## src/assert_macros.svh

```systemverilog
// Assertion macros, included by the top-level tracker module.
// Both forms sample on i_clk and are disabled while i_rst_n is low.
`ifndef ASSERT_MACROS_SVH
`define ASSERT_MACROS_SVH

// The expression must hold at every clock edge.
`define LST_ASSERT(lbl, expr, msg) \
    lbl: assert property (@(posedge i_clk) disable iff (!i_rst_n) (expr)) else $error(msg);

// When the antecedent holds, the consequent must hold in the next cycle.
`define LST_ASSERT_NEXT(lbl, ante, cons, msg) \
    lbl: assert property (@(posedge i_clk) disable iff (!i_rst_n) (ante) |=> (cons)) else $error(msg);

`endif

```

## src/lst_pkg.sv

```systemverilog
// ----------------------------------------------------------------------------
// lst_pkg
// Types and constants shared by the lane scan line tracker modules.
// ----------------------------------------------------------------------------
package lst_pkg;

    localparam int MAX_WIDTH = 1024;
    localparam int COL_W     = $clog2(MAX_WIDTH);
    localparam int WIDTH_W   = COL_W + 1;
    localparam int ROW_W     = 10;
    localparam int PIX_W     = 8;
    localparam int THR_W     = 8;
    localparam int TOL_W     = 11;

    localparam logic [THR_W-1:0]   THR_RESET   = THR_W'(48);
    localparam logic [TOL_W-1:0]   TOL_RESET   = TOL_W'(5);
    localparam logic [WIDTH_W-1:0] WIDTH_RESET = WIDTH_W'(640);
    localparam logic [WIDTH_W-1:0] WIDTH_MIN   = WIDTH_W'(2);
    localparam logic [WIDTH_W-1:0] WIDTH_MAX   = WIDTH_W'(MAX_WIDTH);

    // stream word layout
    localparam int S_TDATA_W = ((PIX_W + ROW_W + 7) / 8) * 8;
    localparam int S_TUSER_W = 1;
    localparam int M_TDATA_W = ((ROW_W + 3 * COL_W + 7) / 8) * 8;
    localparam int M_TUSER_W = 3;

    // configuration port
    localparam int CFG_IDX_W  = 2;
    localparam int CFG_DATA_W = 11;

    typedef enum logic [CFG_IDX_W-1:0] {
        CFG_THRESHOLD = 2'd0,
        CFG_TOLERANCE = 2'd1,
        CFG_ROW_WIDTH = 2'd2
    } t_cfg_idx;

    // row queue
    localparam int Q_DEPTH = 4;
    localparam int Q_AW    = $clog2(Q_DEPTH);
    localparam int Q_CW    = Q_AW + 1;

    // one finished row, as handed from the scanner to the tracker
    typedef struct packed {
        logic             new_frame;
        logic [ROW_W-1:0] lane_row;
        logic             left_ok;
        logic [COL_W-1:0] left_bright;
        logic [COL_W-1:0] left_dark;
        logic             right_ok;
        logic [COL_W-1:0] right_start;
        logic [COL_W-1:0] right_end;
    } t_row_rec;

    typedef struct packed {
        logic            full;
        logic            empty;
        logic [Q_CW-1:0] count;
    } t_q_stat;

endpackage

```

## src/lst_front.sv

```systemverilog
// ----------------------------------------------------------------------------
// lst_front
// Pixel scanner: tracks the nearest bright runs left and right of center and
// pushes one record per finished row into the row queue.
// ----------------------------------------------------------------------------
module lst_front (
    input  logic                          i_clk,
    input  logic                          i_rst_n,
    input  logic                          i_valid,
    output logic                          o_ready,
    input  logic [lst_pkg::PIX_W-1:0]     i_pixel,
    input  logic [lst_pkg::ROW_W-1:0]     i_row_number,
    input  logic                          i_frame_start,
    input  logic [lst_pkg::THR_W-1:0]     i_threshold,
    input  logic [lst_pkg::WIDTH_W-1:0]   i_row_width,
    input  lst_pkg::t_q_stat              i_q_stat,
    output logic                          o_push,
    output lst_pkg::t_row_rec             o_rec
);
    import lst_pkg::*;

    logic [COL_W-1:0] r_col,   n_col;
    logic             r_nf,    n_nf;
    logic [COL_W-1:0] r_lb,    n_lb;
    logic             r_lb_v,  n_lb_v;
    logic [COL_W-1:0] r_ldb,   n_ldb;
    logic             r_ldb_v, n_ldb_v;
    logic [COL_W-1:0] r_ld,    n_ld;
    logic             r_ld_v,  n_ld_v;
    logic [COL_W-1:0] r_rs,    n_rs;
    logic             r_rs_v,  n_rs_v;
    logic [COL_W-1:0] r_re,    n_re;
    logic             r_re_v,  n_re_v;

    logic [WIDTH_W-1:0] w_width;
    logic [COL_W-1:0]   w_center;
    logic               w_accept;

    assign w_width  = (i_row_width < WIDTH_MIN) ? WIDTH_MIN :
                      (i_row_width > WIDTH_MAX) ? WIDTH_MAX : i_row_width;
    assign w_center = w_width[WIDTH_W-1:1];
    assign o_ready  = !i_q_stat.full;
    assign w_accept = i_valid && o_ready;

    always_comb begin
        logic [COL_W-1:0] c;
        logic             bright;
        logic             row_end;

        n_col = r_col;   n_nf = r_nf;
        n_lb  = r_lb;    n_lb_v  = r_lb_v;
        n_ldb = r_ldb;   n_ldb_v = r_ldb_v;
        n_ld  = r_ld;    n_ld_v  = r_ld_v;
        n_rs  = r_rs;    n_rs_v  = r_rs_v;
        n_re  = r_re;    n_re_v  = r_re_v;
        c       = '0;
        bright  = 1'b0;
        row_end = 1'b0;
        o_push  = 1'b0;
        o_rec   = '0;

        if (w_accept) begin
            if (i_frame_start) begin
                n_col = '0;
                n_nf  = 1'b1;
                n_lb_v = 1'b0; n_ldb_v = 1'b0; n_ld_v = 1'b0;
                n_rs_v = 1'b0; n_re_v  = 1'b0;
            end
            c      = n_col;
            bright = i_pixel > i_threshold;

            if (c != '0 && c <= w_center) begin
                if (bright) begin
                    n_lb    = c;
                    n_lb_v  = 1'b1;
                    n_ldb   = n_ld;
                    n_ldb_v = n_ld_v;
                end else begin
                    n_ld   = c;
                    n_ld_v = 1'b1;
                end
            end
            if (c >= w_center && {1'b0, c} < w_width) begin
                if (bright) begin
                    if (!n_rs_v) begin
                        n_rs   = c;
                        n_rs_v = 1'b1;
                    end
                end else if (n_rs_v && !n_re_v) begin
                    n_re   = c;
                    n_re_v = 1'b1;
                end
            end

            row_end = !(({1'b0, c} + WIDTH_W'(1)) < w_width);
            if (row_end) begin
                o_push            = 1'b1;
                o_rec.new_frame   = n_nf;
                o_rec.lane_row    = i_row_number;
                o_rec.left_ok     = n_lb_v && n_ldb_v;
                o_rec.left_bright = n_lb;
                o_rec.left_dark   = n_ldb;
                o_rec.right_ok    = n_rs_v && n_re_v;
                o_rec.right_start = n_rs;
                o_rec.right_end   = n_re;
                n_col = '0;
                n_nf  = 1'b0;
                n_lb_v = 1'b0; n_ldb_v = 1'b0; n_ld_v = 1'b0;
                n_rs_v = 1'b0; n_re_v  = 1'b0;
            end else begin
                n_col = c + COL_W'(1);
            end
        end
    end

    always_ff @(posedge i_clk) begin
        if (!i_rst_n) begin
            r_col   <= '0;
            r_nf    <= 1'b0;
            r_lb_v  <= 1'b0;
            r_ldb_v <= 1'b0;
            r_ld_v  <= 1'b0;
            r_rs_v  <= 1'b0;
            r_re_v  <= 1'b0;
        end else begin
            r_col   <= n_col;
            r_nf    <= n_nf;
            r_lb_v  <= n_lb_v;
            r_ldb_v <= n_ldb_v;
            r_ld_v  <= n_ld_v;
            r_rs_v  <= n_rs_v;
            r_re_v  <= n_re_v;
        end
    end

    always_ff @(posedge i_clk) begin
        r_lb  <= n_lb;
        r_ldb <= n_ldb;
        r_ld  <= n_ld;
        r_rs  <= n_rs;
        r_re  <= n_re;
    end

endmodule

```

## src/lst_queue.sv

```systemverilog
// ----------------------------------------------------------------------------
// lst_queue
// Short register queue of finished row records between scanner and tracker.
// ----------------------------------------------------------------------------
module lst_queue (
    input  logic              i_clk,
    input  logic              i_rst_n,
    input  logic              i_push,
    input  lst_pkg::t_row_rec i_rec,
    input  logic              i_pop,
    output lst_pkg::t_row_rec o_rec,
    output lst_pkg::t_q_stat  o_stat
);
    import lst_pkg::*;

    t_row_rec        r_mem [Q_DEPTH];
    logic [Q_AW-1:0] r_wp, n_wp;
    logic [Q_AW-1:0] r_rp, n_rp;
    logic [Q_CW-1:0] r_cnt, n_cnt;
    logic            w_push;
    logic            w_pop;

    assign w_push = i_push && !o_stat.full;
    assign w_pop  = i_pop && !o_stat.empty;

    assign o_stat.full  = (r_cnt == Q_CW'(Q_DEPTH));
    assign o_stat.empty = (r_cnt == '0);
    assign o_stat.count = r_cnt;
    assign o_rec        = r_mem[r_rp];

    always_comb begin
        n_wp  = w_push ? r_wp + Q_AW'(1) : r_wp;
        n_rp  = w_pop  ? r_rp + Q_AW'(1) : r_rp;
        n_cnt = r_cnt + Q_CW'(w_push) - Q_CW'(w_pop);
    end

    always_ff @(posedge i_clk) begin
        if (!i_rst_n) begin
            r_wp  <= '0;
            r_rp  <= '0;
            r_cnt <= '0;
        end else begin
            r_wp  <= n_wp;
            r_rp  <= n_rp;
            r_cnt <= n_cnt;
        end
    end

    always_ff @(posedge i_clk) begin
        if (w_push) begin
            r_mem[r_wp] <= i_rec;
        end
    end

endmodule

```

## src/lst_back.sv

```systemverilog
// ----------------------------------------------------------------------------
// lst_back
// Row tracker: turns a row record into marking midpoints and lane center,
// applies the tolerance check against the last accepted pair, and holds the
// result word in the output register.
// ----------------------------------------------------------------------------
module lst_back (
    input  logic                            i_clk,
    input  logic                            i_rst_n,
    input  lst_pkg::t_row_rec               i_rec,
    input  lst_pkg::t_q_stat                i_q_stat,
    output logic                            o_pop,
    input  logic [lst_pkg::TOL_W-1:0]       i_tolerance,
    output logic                            o_valid,
    input  logic                            i_ready,
    output logic [lst_pkg::ROW_W-1:0]       o_lane_row,
    output logic [lst_pkg::COL_W-1:0]       o_left_column,
    output logic [lst_pkg::COL_W-1:0]       o_right_column,
    output logic [lst_pkg::COL_W-1:0]       o_center_column,
    output logic                            o_left_found,
    output logic                            o_right_found,
    output logic                            o_accepted
);
    import lst_pkg::*;

    logic             r_valid,  n_valid;
    logic             r_await,  n_await;
    logic [COL_W-1:0] r_last_l, n_last_l;
    logic [COL_W-1:0] r_last_r, n_last_r;

    logic [ROW_W-1:0] r_row;
    logic [COL_W-1:0] r_lc, r_rc, r_cc;
    logic             r_lf, r_rf, r_acc;

    logic [COL_W-1:0] w_lc, w_rc, w_cc;
    logic [COL_W-1:0] w_dl, w_dr;
    logic             w_both, w_await, w_acc;

    assign o_pop = !i_q_stat.empty && (!r_valid || i_ready);

    always_comb begin
        logic [COL_W:0] sum_l;
        logic [COL_W:0] sum_r;
        logic [COL_W:0] sum_c;

        sum_l = {1'b0, i_rec.left_bright} + {1'b0, i_rec.left_dark};
        sum_r = {1'b0, i_rec.right_start} + {1'b0, i_rec.right_end};
        w_lc  = i_rec.left_ok  ? sum_l[COL_W:1] : '0;
        w_rc  = i_rec.right_ok ? sum_r[COL_W:1] : '0;
        w_both = i_rec.left_ok && i_rec.right_ok;
        sum_c = {1'b0, w_lc} + {1'b0, w_rc};
        w_cc  = w_both ? sum_c[COL_W:1] : '0;

        w_dl = (r_last_l > w_lc) ? r_last_l - w_lc : w_lc - r_last_l;
        w_dr = (r_last_r > w_rc) ? r_last_r - w_rc : w_rc - r_last_r;
        w_await = i_rec.new_frame || r_await;
        w_acc = w_both && (w_await ||
                ({1'b0, w_dl} < i_tolerance && {1'b0, w_dr} < i_tolerance));
    end

    always_comb begin
        n_valid  = r_valid;
        n_await  = r_await;
        n_last_l = r_last_l;
        n_last_r = r_last_r;
        if (o_pop) begin
            n_valid = 1'b1;
            if (w_acc) begin
                n_await  = 1'b0;
                n_last_l = w_lc;
                n_last_r = w_rc;
            end else if (i_rec.new_frame) begin
                n_await = 1'b1;
            end
        end else if (i_ready) begin
            n_valid = 1'b0;
        end
    end

    always_ff @(posedge i_clk) begin
        if (!i_rst_n) begin
            r_valid  <= 1'b0;
            r_await  <= 1'b1;
            r_last_l <= '0;
            r_last_r <= '0;
        end else begin
            r_valid  <= n_valid;
            r_await  <= n_await;
            r_last_l <= n_last_l;
            r_last_r <= n_last_r;
        end
    end

    always_ff @(posedge i_clk) begin
        if (o_pop) begin
            r_row <= i_rec.lane_row;
            r_lc  <= w_lc;
            r_rc  <= w_rc;
            r_cc  <= w_cc;
            r_lf  <= i_rec.left_ok;
            r_rf  <= i_rec.right_ok;
            r_acc <= w_acc;
        end
    end

    assign o_valid         = r_valid;
    assign o_lane_row      = r_row;
    assign o_left_column   = r_lc;
    assign o_right_column  = r_rc;
    assign o_center_column = r_cc;
    assign o_left_found    = r_lf;
    assign o_right_found   = r_rf;
    assign o_accepted      = r_acc;

endmodule

```

## src/lane_scan_line_tracker.sv

```systemverilog
// ----------------------------------------------------------------------------
// lane_scan_line_tracker
// Finds the left and right lane markings around the row center and tracks
// them from row to row.
// ----------------------------------------------------------------------------
// Takes one pixel word per clock while the queue has room. The scanner updates
// its run registers per pixel and, at the last pixel of a row, writes a row
// record into a 4-deep queue; the tracker pops it into its output register once
// that is free. The input stalls only when four finished rows wait in the queue
// behind a stalled output. The user must write configuration registers through
// the plain write port only while no row is in flight; the block does not check.
module lane_scan_line_tracker (
    input  logic                              i_clk,
    input  logic                              i_rst_n,
    input  logic                              i_cfg_we,
    input  logic [lst_pkg::CFG_IDX_W-1:0]     i_cfg_index,
    input  logic [lst_pkg::CFG_DATA_W-1:0]    i_cfg_data,
    input  logic                              s_axis_tvalid,
    output logic                              s_axis_tready,
    // [7:0] pixel, [17:8] row_number, rest zero
    input  logic [lst_pkg::S_TDATA_W-1:0]     s_axis_tdata,
    // [0] frame_start
    input  logic [lst_pkg::S_TUSER_W-1:0]     s_axis_tuser,
    output logic                              m_axis_tvalid,
    input  logic                              m_axis_tready,
    // [9:0] lane_row, [19:10] left_column, [29:20] right_column,
    // [39:30] center_column
    output logic [lst_pkg::M_TDATA_W-1:0]     m_axis_tdata,
    // [0] left_found, [1] right_found, [2] accepted
    output logic [lst_pkg::M_TUSER_W-1:0]     m_axis_tuser
);
    import lst_pkg::*;

`include "assert_macros.svh"

    logic [THR_W-1:0]   r_thr;
    logic [TOL_W-1:0]   r_tol;
    logic [WIDTH_W-1:0] r_width;

    t_row_rec w_push_rec, w_pop_rec;
    t_q_stat  w_q_stat;
    logic     w_push, w_pop;

    logic [ROW_W-1:0] w_row;
    logic [COL_W-1:0] w_lc, w_rc, w_cc;
    logic             w_lf, w_rf, w_acc;

    always_ff @(posedge i_clk) begin
        if (!i_rst_n) begin
            r_thr   <= THR_RESET;
            r_tol   <= TOL_RESET;
            r_width <= WIDTH_RESET;
        end else if (i_cfg_we) begin
            unique case (i_cfg_index)
                CFG_THRESHOLD: r_thr   <= i_cfg_data[THR_W-1:0];
                CFG_TOLERANCE: r_tol   <= i_cfg_data[TOL_W-1:0];
                CFG_ROW_WIDTH: r_width <= i_cfg_data[WIDTH_W-1:0];
                default: ;
            endcase
        end
    end

    lst_front u_front (
        .i_clk         (i_clk),
        .i_rst_n       (i_rst_n),
        .i_valid       (s_axis_tvalid),
        .o_ready       (s_axis_tready),
        .i_pixel       (s_axis_tdata[PIX_W-1:0]),
        .i_row_number  (s_axis_tdata[PIX_W +: ROW_W]),
        .i_frame_start (s_axis_tuser[0]),
        .i_threshold   (r_thr),
        .i_row_width   (r_width),
        .i_q_stat      (w_q_stat),
        .o_push        (w_push),
        .o_rec         (w_push_rec)
    );

    lst_queue u_queue (
        .i_clk   (i_clk),
        .i_rst_n (i_rst_n),
        .i_push  (w_push),
        .i_rec   (w_push_rec),
        .i_pop   (w_pop),
        .o_rec   (w_pop_rec),
        .o_stat  (w_q_stat)
    );

    lst_back u_back (
        .i_clk           (i_clk),
        .i_rst_n         (i_rst_n),
        .i_rec           (w_pop_rec),
        .i_q_stat        (w_q_stat),
        .o_pop           (w_pop),
        .i_tolerance     (r_tol),
        .o_valid         (m_axis_tvalid),
        .i_ready         (m_axis_tready),
        .o_lane_row      (w_row),
        .o_left_column   (w_lc),
        .o_right_column  (w_rc),
        .o_center_column (w_cc),
        .o_left_found    (w_lf),
        .o_right_found   (w_rf),
        .o_accepted      (w_acc)
    );

    assign m_axis_tdata = M_TDATA_W'({w_cc, w_rc, w_lc, w_row});
    assign m_axis_tuser = {w_acc, w_rf, w_lf};

    `LST_ASSERT(a_q_bound, w_q_stat.count <= Q_CW'(Q_DEPTH), "row queue overflow")
    `LST_ASSERT(a_pop_nonempty, !w_pop || !w_q_stat.empty, "pop from empty row queue")
    `LST_ASSERT(a_push_room, !w_push || !w_q_stat.full, "push into full row queue")
    `LST_ASSERT(a_acc_found,
                !m_axis_tvalid || !w_acc || (w_lf && w_rf),
                "accepted without both markings")
    `LST_ASSERT_NEXT(a_count_step, w_push && !w_pop,
                     w_q_stat.count == $past(w_q_stat.count) + Q_CW'(1),
                     "queue count did not advance")

endmodule

```

## config.mk

```make
export PLATFORM = sky130hd
export DESIGN_NAME = lane_scan_line_tracker
export DESIGN_NICKNAME = d
export VERILOG_FILES = /design/src/lst_pkg.sv /design/src/lst_front.sv /design/src/lst_queue.sv /design/src/lst_back.sv /design/src/lane_scan_line_tracker.sv
export VERILOG_INCLUDE_DIRS = /design/src /design/src/src
export SDC_FILE = /design/constraint.sdc
export NUM_CORES = 1
export LEC_CHECK = 0
export BUFFER_PORTS_ARGS = -buffer_cell sky130_fd_sc_hd__buf_4
export CORE_ASPECT_RATIO = 0.7
export CORE_UTILIZATION = 40
export CTS_BUF_LIST = sky130_fd_sc_hd__clkbuf_8
export CTS_CLUSTER_DIAMETER = 40
export DETAILED_ROUTE_END_ITERATION = 8
export PLACE_DENSITY = 0.58
export SYNTH_ARGS = -nofsm -noshare
export SYNTH_HDL_FRONTEND = slang
export SYNTH_SLANG_ARGS = --single-unit
```

## constraint.sdc

```tcl
create_clock -name i_clk -period 13.3 [get_ports i_clk]
set_input_delay 3.325 -clock i_clk [delete_from_list [all_inputs] [get_ports i_clk]]
set_output_delay 3.325 -clock i_clk [all_outputs]
set_load 0.005 [all_outputs]
```

==> summary by stage, run 1 <==
Outcome
The run finished with clean final reports.

Hold path
The worst hold path terminates at u_front.r_col[7]. In this run the worst hold path is classified as reg2reg. The start point of the worst hold path is u_front.r_col[7]. The worst hold path passes through 2 cells.

Synth
The library cell occupying the most area in the post-synthesis netlist is sky130_fd_sc_hd__edfxtp_1. In this run, synthesis produced a sequential element count of 382. The dominant register cell in the synthesized netlist is sky130_fd_sc_hd__edfxtp_1. Sorting the synthesized cells by area gives the leading types as sky130_fd_sc_hd__edfxtp_1 48%, sky130_fd_sc_hd__ha_1 8.4%, sky130_fd_sc_hd__dfxtp_1 8.1%. The average cell area after synthesis is 12.9 um^2. The synthesized design contains around 300 enable-type register cells.

After synthesis, flip-flops and latches occupy 56.0% of the total area. The cell count after synthesis came out at 1478. The cell area that synthesis handed to floorplanning was between 15000 and 20000 um^2. For this run, asynchronously set or reset flops after synthesis account for 0%. The synthesized netlist contains 78 unique library cells. Yosys printed 0 warnings. The number of nets in the synthesized netlist is ~1700. The proportion of netlist area held by the largest area contributor is 48.0%.

Global route
The sum of overflow across all layers after global routing is 0. The first-pass GRT wire length is between 60000 and 70000 um. The number of antenna violations at the first check in global routing was 1. Entering global routing, the biggest net connects 77 pins.

The via count of the first global-routing pass came to 11800. Across every metal layer, demand over resource in global routing totals 18.5%.

Routing
In this run, the number of DRC markers left after iteration 0 of detailed routing was 775. The total number of vias is 11800. In the routed design, unresolved DRC markers number 0. Before antenna repair, the detailed router went through 6 iterations. Dividing the detail-routed via count by the number of cells gives 5.25.

After detailed routing, the total wire length is 44300 um. The final antenna-violating net count is 0. After detailed routing, the average wire length per cell comes to 19.7 um.

Cells and area
The repair_antennas step left the layout with diodes totalling 0. The area growth from synthesis to layout is 13.7%. The utilization after layout is between 40% and 50%. The post-route cell area is 21700 um^2. The post-layout net count is ~1800. Of the cells placed in the final design, the portion with a size suffix greater than 1 is 18.9%. The number of inserted filler cells in the final layout is 4127. The commonest non-fill, non-tap cell in the layout is sky130_fd_sc_hd__edfxtp_1. In the layout the commonest cells are 305 x sky130_fd_sc_hd__edfxtp_1, 128 x sky130_fd_sc_hd__ha_1, 125 x sky130_fd_sc_hd__nand2_1, 114 x sky130_fd_sc_hd__inv_1, 96 x sky130_fd_sc_hd__buf_4.

Die
The initial utilization of the core area, before any placement, comes to between 40% and 50%. The floorplan core area is ~47000 um^2. The number of standard-cell rows in the floorplan is 66. The horizontal die dimension is roughly 260 um.

88 I/O pins were placed. The floorplan step defined a die boundary enclosing 48600 um^2. The die height is 185 um.

Power and ir drop
The logic gate share of total power is 53.7%. For this design the static power due to leakage is just over 8 nW. The total design power is 5.75 mW.

The worst vdd rail ir drop is 0.158 mV. Summed over all nets, the switching power comes to 2.35 mW. Per report_power, the clock group accounts for 18.9% of the total. Of the total power, the share spent switching nets is about two fifths. Registers are responsible for 27.4% of the overall power. The internal power of the cells totals 3.39 mW.

In this run the power density over the cells is 265 nW/um^2.

CTS
After clock tree synthesis, the clock-pin slew on the worst setup and hold paths is roughly 60 ps. The insertion delay of the later-clocked pin in the worst-skew pair is 620 ps. The level count of the clock H-tree is 3. The largest buffer count on any clock path is 3. Gates resized during post-CTS repair numbered 0. The TritonCTS sink count is 382.

The number of buffers inserted to repair setup after CTS is 0. TritonCTS built the clock tree. Clock tree synthesis selected as its root buffer the cell sky130_fd_sc_hd__clkbuf_8. The total of hold buffers inserted after clock tree synthesis is 0. The total CTS buffers is 68.

Run
The tool flagged a number of max-cap violations equal to 0.

Timing
The transition time of the tightest slew-check pin is 1260 ps. Setup repair after global routing left no endpoint under its margin. The number of endpoints failing setup at the final stage is 0. Static timing analysis puts the maximum clock frequency at 114 MHz.

Counting I/O delays and the setup requirement, the final critical path takes just under 9000 ps. The share of the clock period used by the worst path is between 60% and 70%. Headroom to the max-slew limit came out at 15.4%. For the final routed database, the setup TNS stands at 0 ps. The total count of hold-check failures in the final report was 0. Between clock sinks in the finished design, the worst skew comes to 39.4 ps.

The max-slew violation count came to 0.

Placement
Detailed placement ended at an HPWL of around 29000 um. The count of buffers added on input and output ports is 81. The placer congestion estimate is about 0.85. The placed cell area is slightly above 20000 um^2.

Worst setup path
In this run the critical register-to-register path is captured at u_back.r_last_r[1]. Data arrives at the worst endpoint at 9270 ps. The endpoint kind of the worst setup timing path is a register. The launching element type of the critical path is a register. The worst register-to-register path has a depth of 27. STA puts the critical path data required time at roughly 14000 ps. The critical path in this run is classified as reg2reg.

The minimum setup slack among reg-to-reg paths is roughly 4500 ps. The biggest fanout along the worst timing path is 41.
-- power groups by stage --
stage	clock network (mW)	logic (mW)	registers, mW
CTS	1.12	3.10	1.58
finish	1.09	3.09	1.57
global route	1.17	3.45	1.59
floorplan	0	2.23	1.59
detailed placement	0	3.08	1.60
global placement	0	3.02	1.60
-- critical path, cell delays in order, from the launching register on --
cell and delay, ps:
sky130_fd_sc_hd__dfxtp_4 480, sky130_fd_sc_hd__buf_4 730, sky130_fd_sc_hd__mux4_2 620, sky130_fd_sc_hd__ha_1 360
sky130_fd_sc_hd__nor2b_1 150, sky130_fd_sc_hd__o21ai_0 220, sky130_fd_sc_hd__a21oi_1 120, sky130_fd_sc_hd__o21a_1 230
sky130_fd_sc_hd__o41a_1 380, sky130_fd_sc_hd__mux2i_1 470, sky130_fd_sc_hd__inv_1 90, sky130_fd_sc_hd__ha_1 400
sky130_fd_sc_hd__and3_1 210, sky130_fd_sc_hd__a31oi_1 300, sky130_fd_sc_hd__o21a_1 640, sky130_fd_sc_hd__mux2_2 430
sky130_fd_sc_hd__a311o_1 260, sky130_fd_sc_hd__a21oi_1 170, sky130_fd_sc_hd__xnor2_1 210, sky130_fd_sc_hd__ha_1 290
sky130_fd_sc_hd__o21a_1 100, sky130_fd_sc_hd__o211ai_1 190, sky130_fd_sc_hd__o221ai_1 180, sky130_fd_sc_hd__o41ai_2 400
sky130_fd_sc_hd__nand2_1 350, sky130_fd_sc_hd__buf_4 360, sky130_fd_sc_hd__mux2i_1 140, sky130_fd_sc_hd__and2_1 160
-- cell type report --
| class | count | area (um^2) | area share (%) |
|---|---|---|---|
| Sequential cell | 382 | 10700 | 49.3 |
| Clock inverter | 54 | 370 | 1.71 |
| Tap cell | 612 | 766 | 3.53 |
| Inverter | 98 | 368 | 1.70 |
| Multi-Input combinational cell | 936 | 7790 | 35.9 |
| Clock buffer | 71 | 977 | 4.50 |
| Timing Repair Buffer | 96 | 721 | 3.32 |
-- registers in the layout, indices dropped and copies added, names as in the netlist, 2 cells and up, named ones only --
| name | count |
|---|---|
| u_front.r_col | 10 |
| u_queue.r_mem | 212 |
| u_back.o_lane_row | 10 |
| u_front.r_rs | 10 |
| u_queue.r_cnt | 3 |
| u_front.r_ldb | 10 |
| u_back.o_left_column | 10 |
| r_tol | 11 |
| u_front.r_lb | 10 |
| u_back.r_last_r | 10 |
| u_back.o_center_column | 10 |
| r_width | 11 |
| u_queue.r_wp | 2 |
| u_back.o_right_column | 10 |
| u_front.r_ld | 10 |
| r_thr | 8 |
| u_queue.r_rp | 2 |
| u_back.r_last_l | 10 |
| u_front.r_re | 10 |
-- cell usage after synthesis, drive strengths merged, types with 34 or more instances --
cell	count
mux2i	34
nor2b	49
a21oi	63
and2	62
nor2	51
o21ai	35
dfxtp	77
clkbuf	39
mux4	51
mux2	43
nand2	126
ha	128
inv	98
edfxtp	305
-- per-layer routing --
metal / global-route usage [%] / up-vias / share of wire [%]
li1: - / 5695 / -
met2: 27.5 / 259 / 43
met3: 4.20 / 71 / 5.4
met5: 0 / - / 0
met4: 5.12 / 0 / 1.8
met1: 27.2 / 5778 / 50
-- cell families (layout without fill, tap and decap cells) --
group | Yosys count | after routing | share of synthesized area (%)
buffers and inverters | 160 | 319 | 3.38
and+or+nand+nor | 406 | 406 | 11.0
adders and majority gates | 136 | 136 | 9.23
AOI/OAI and AO/OA | 226 | 226 | 8.18
muxes | 128 | 128 | 10.3
xor gates and xnor gates | 40 | 40 | 1.83
DFF | 382 | 382 | 56.0
-- metrics by stage --
step / setup WS, ps / hold slack [ps] / instances
6_report: 4530 / 464 / 2249
5_1_grt: 3860 / 484 / 2249
4_1_cts: 4440 / 469 / 2249
3_5_place_dp: 4460 / 458 / 2124
3_3_place_gp: 4410 / 451 / 2124
2_1_floorplan: 5480 / 436 / 1478
-- worst max path at each step --
stage / from / endpoint / slack [ps] / depth (start not counted)
floorplan: register / u_back.r_last_r[1] / 5480 / 33
global placement: register / u_back.r_last_r[1] / 4410 / 27
detailed placement: register / u_back.r_last_r[3] / 4460 / 27
CTS: register / u_back.r_last_r[1] / 4440 / 27
global route: register / u_back.r_last_r[1] / 3860 / 27
finish: register / u_back.r_last_r[1] / 4530 / 27
(Power assumes the default switching activity.)
==> inputs of run 2 (changes only) <==
--- a/config.mk
+++ b/config.mk
@@ -6,6 +6,7 @@
 export SDC_FILE = /design/constraint.sdc
 export NUM_CORES = 1
 export LEC_CHECK = 0
+export ABC_AREA = 1
 export BUFFER_PORTS_ARGS = -buffer_cell sky130_fd_sc_hd__buf_4
 export CORE_ASPECT_RATIO = 0.7
 export CORE_UTILIZATION = 40
==> constraint.sdc (replaced) <==
create_clock -name i_clk -period 9.1 [get_ports i_clk]
set_input_delay 2.275 -clock i_clk [delete_from_list [all_inputs] [get_ports i_clk]]
set_output_delay 2.275 -clock i_clk [all_outputs]
set_load 0.005 [all_outputs]
==> run 2 against run 1 <==
  * Fmax up 17%
  * Setup slack got worse by 2900 ps
  * Synthesized cell count rose by 44%
  * First-iteration DRC count rose by 46%
  * Register-to-register slack got worse by 2900 ps
  * Worst hold slack got worse by 3.9 ps
  * Flip-flop and latch count is the same
  * Sequential power increased by 40%
  * Die area rose by 5.0%
  * Sequential share of layout area down 1.9 points
  * Combinational power rose by 39%
  * Non-clock buffer count is 7 higher
  * Largest cell class unchanged
  * Highest routed layer unchanged
==> summary by stage, run 2 <==
Outcome
The flow ran to the end, and the final reports show no timing, DRC or antenna violations.

Worst setup path
The arrival time of data at the critical path endpoint is just over 8000 ps. STA classifies the critical path endpoint as a register. The biggest fanout along the worst timing path is 54. The critical path is of the reg2reg type. The cell family contributing the most delay on the critical path is simple AND/OR/NAND/NOR gates. The peak per-stage delay on the critical path is around 640 ps. For the worst setup path, the data required time is 9670 ps. The most common cell type on the critical path is sky130_fd_sc_hd__nand2_1.

The slowest stage of the critical path belongs to the cell sky130_fd_sc_hd__dfxtp_2. The launching element type of the critical path is a register. The total buffers and inverters traversed by the critical path is 3.

CTS
The later pin in the worst-skew pair is clocked with a latency of approximately 640 ps. CTS saw between 300 and 400 sinks. The clock tree from TritonCTS is yes. The largest buffer count on any clock path is 3.

Clock-pin slew was measured on the worst setup and hold paths at 60 ps. Clock tree synthesis selected as its root buffer the cell sky130_fd_sc_hd__clkbuf_8. TritonCTS created 66 clock buffers. Post-CTS repair changed the size of 0 cells. Buffers added to address setup during post-CTS repair amount to 0. The level count of the clock H-tree is 3.

The number of hold buffers added after CTS was 0.

Cells and area
The register with the most flip-flops in the layout has 212 of them. Relative to the synthesized area, the layout overhead comes to 12.5%. Leaving out fill and tap cells, the most frequent cell in the layout is sky130_fd_sc_hd__nand2_1.

The fraction of final layout cells sized beyond drive strength 1 is 12.9%. The register containing the most flip-flops in the final layout is u_queue.r_mem. The post-layout net count is 2404.

In the final layout, the registers with the most flip-flops are u_queue.r_mem (212), r_tol (11), r_width (11). In the layout the commonest cells are 369 x sky130_fd_sc_hd__nand2_1, 305 x sky130_fd_sc_hd__edfxtp_1, 277 x sky130_fd_sc_hd__nor2_1, 253 x sky130_fd_sc_hd__inv_1, 180 x sky130_fd_sc_hd__o21ai_0. Cells fill 45.6% of the core in the end.

Timing
The transition time of the tightest slew-check pin is 1050 ps. The tightest hold path in the finished design has a slack of between 400 and 500 ps. Setup repair after global routing left no endpoint under its margin.

The post-layout minimum cycle time is roughly 7500 ps. The tightest slew margin relative to the limit is 29.4%. Timing would allow up to 134 MHz. The max-slew violation count is 0. The total count of hold-check failures in the final report came to 0.

The clock skew is 33.2 ps. The share of the clock period used by the worst path is 82.3%. In the final timing run, aggregate negative setup slack is 0 ps. Setup violations remaining at the end of the flow were counted as 0.

Synth
By count the netlist is led by 369 x sky130_fd_sc_hd__nand2_1, 305 x sky130_fd_sc_hd__edfxtp_1, 281 x sky130_fd_sc_hd__nor2_1. The number of library cell types mapped by synthesis is 54. The synthesized design devotes to its leading area cell type a little under half of total area. The cell count after synthesis is 2134.

The mapped netlist covers roughly 20000 um^2. After synthesis, the share of flip-flops with an asynchronous set or reset is 0%. The register area share after synthesis is a little over half.

Among all flip-flop cells after synthesis, the most frequent one is sky130_fd_sc_hd__edfxtp_1. Summed over all instances, the cell type with the most area after synthesis is sky130_fd_sc_hd__edfxtp_1. The average cell area after synthesis is 9.40 um^2. The register bit count reported by yosys is 382.

Ranked by total cell area, the synthesized netlist is headed by sky130_fd_sc_hd__edfxtp_1 46%, sky130_fd_sc_hd__ha_1 8.0%, sky130_fd_sc_hd__dfxtp_1 7.7%. The number of nets produced by synthesis is approximately 2300. The number of synthesis warnings is 0. The synthesized design contains a little over 300 enable-type register cells. sky130_fd_sc_hd__nand2_1 is the most common cell in the netlist.

Die
The die is 270 um wide. The initial core utilization is 40.6%. In this run the count of I/O pins placed on the die edge is around 90. The total area inside the core boundary comes to 49400 um^2. The number of standard-cell rows in the floorplan is 68. From bottom edge to top edge, the die measures between 150 and 200 um. The die area is 51100 um^2.

Global route
The number of antenna violations at the first check in global routing came to 3. The via count of the first global-routing pass was approximately 14000. Entering global routing, the biggest net connects 60 pins. For this run, global-route usage on met1 was measured as slightly below 30%.

The sum of overflow across all layers after global routing is 0. The layer flagged by global routing as most heavily used is met2. Global routing used 19.7% of the available tracks.

Global routing used 29.2% of the available met2 tracks. The first global-routing pass estimated 78800 um of wire. The met3 track demand over resource is 3.56%.

Power and ir drop
Dividing total power by cell area gives a power density of 354 nW/um^2. VDD sags by at most 0.327 mV. For this design the static power due to leakage is between 9 and 10 nW.

Routing
The routed length per placed instance is roughly 17 um. For this block, the initial DRC count from the detailed router was 1130. For this run, the detailed router's first-pass iteration total came to 6. Using the TritonRoute via totals, the vias-per-cell ratio works out to 5.05. For this run, design rule violations remaining after detail routing come to 0. The final antenna-violating net count is 0. The total number of vias is 14900. For this block, the routed nets add up to 49700 um of wire.

Placement
Routability-driven placement finished with a final weighted congestion of 0.884. The detailed placer's ending HPWL is 33300 um. The quantity of I/O buffers inserted on ports is 81.

Run
The max capacitance violation total is 0.

Hold path
The worst hold path belongs to the class reg2reg.
-- run 2: cell types whose count changed in the layout (fill, tap and decap cells not counted), moves of 62 or more --
cell / change
sky130_fd_sc_hd__nand2_1: +244
sky130_fd_sc_hd__nor2_1: +226
sky130_fd_sc_hd__o21ai_0: +147
sky130_fd_sc_hd__inv_1: +139
sky130_fd_sc_hd__a21oi_1: +67
sky130_fd_sc_hd__and2_1: -62
-- run 2: tightest hold or removal path, stage by stage (launching register included) --
cell                      delay (ps)
sky130_fd_sc_hd__dfxtp_1         290
sky130_fd_sc_hd__inv_1            60
sky130_fd_sc_hd__a21oi_1          60
-- run 2: final timing paths --
check,start,endpoint,slack [ps],cells past startpoint
worst min register to register,r_thr[3],r_thr[3],460,2
worst max register to register,register,u_back.r_last_r[6],1610,35
worst min-delay path,r_thr[3],r_thr[3],460,2
worst max-delay path,register,u_back.r_last_r[6],1610,35
-- run 2: layout make-up --
class	instances	area, um^2
Sequential cell	382	10700
Clock inverter	49	269
Fill cell	4734	26900
Antenna cell	1	2.50
Multi-Input combinational cell	1420	8040
Timing Repair Buffer	103	773
Inverter	252	952
Tap cell	665	832
Clock buffer	72	991
-- run 2: cells by family after synthesis --
family	count (synthesis)	synth area share [%]
xor gates and xnor gates	35	1.53
buffers and inverters	332	6.82
AOI/OAI and AO/OA	435	12.0
and+or+nand+nor	803	17.0
muxes	11	0.549
adders and majority gates	136	8.78
DFF	382	53.3
-- run 2: routing by layer --
layer,vias to the layer above,share of wire (%)
li1,7392,-
met1,6991,49
met2,395,42
met3,88,6.6
met4,0,2.6
met5,-,0
-- run 2: where the power goes --
group          internal (mW)  switching, mW  total, mW  leakage (nW)
clock                  0.768          0.734       1.50         0.702
combinational           1.54           2.73       4.28          5.42
sequential              2.12         0.0808       2.20          3.60
-- run 2: metrics by stage --
step                setup slack (ps)  area [um^2]  cells  power (mW)
finish                          1610        22600   2944        7.98
global route                     714        22600   2943        8.74
CTS                             1670        22600   2943        8.00
detailed placement              1700        21300   2822        6.47
global placement                1750        21300   2822        6.43
floorplan                       1770        20100   2134        5.35
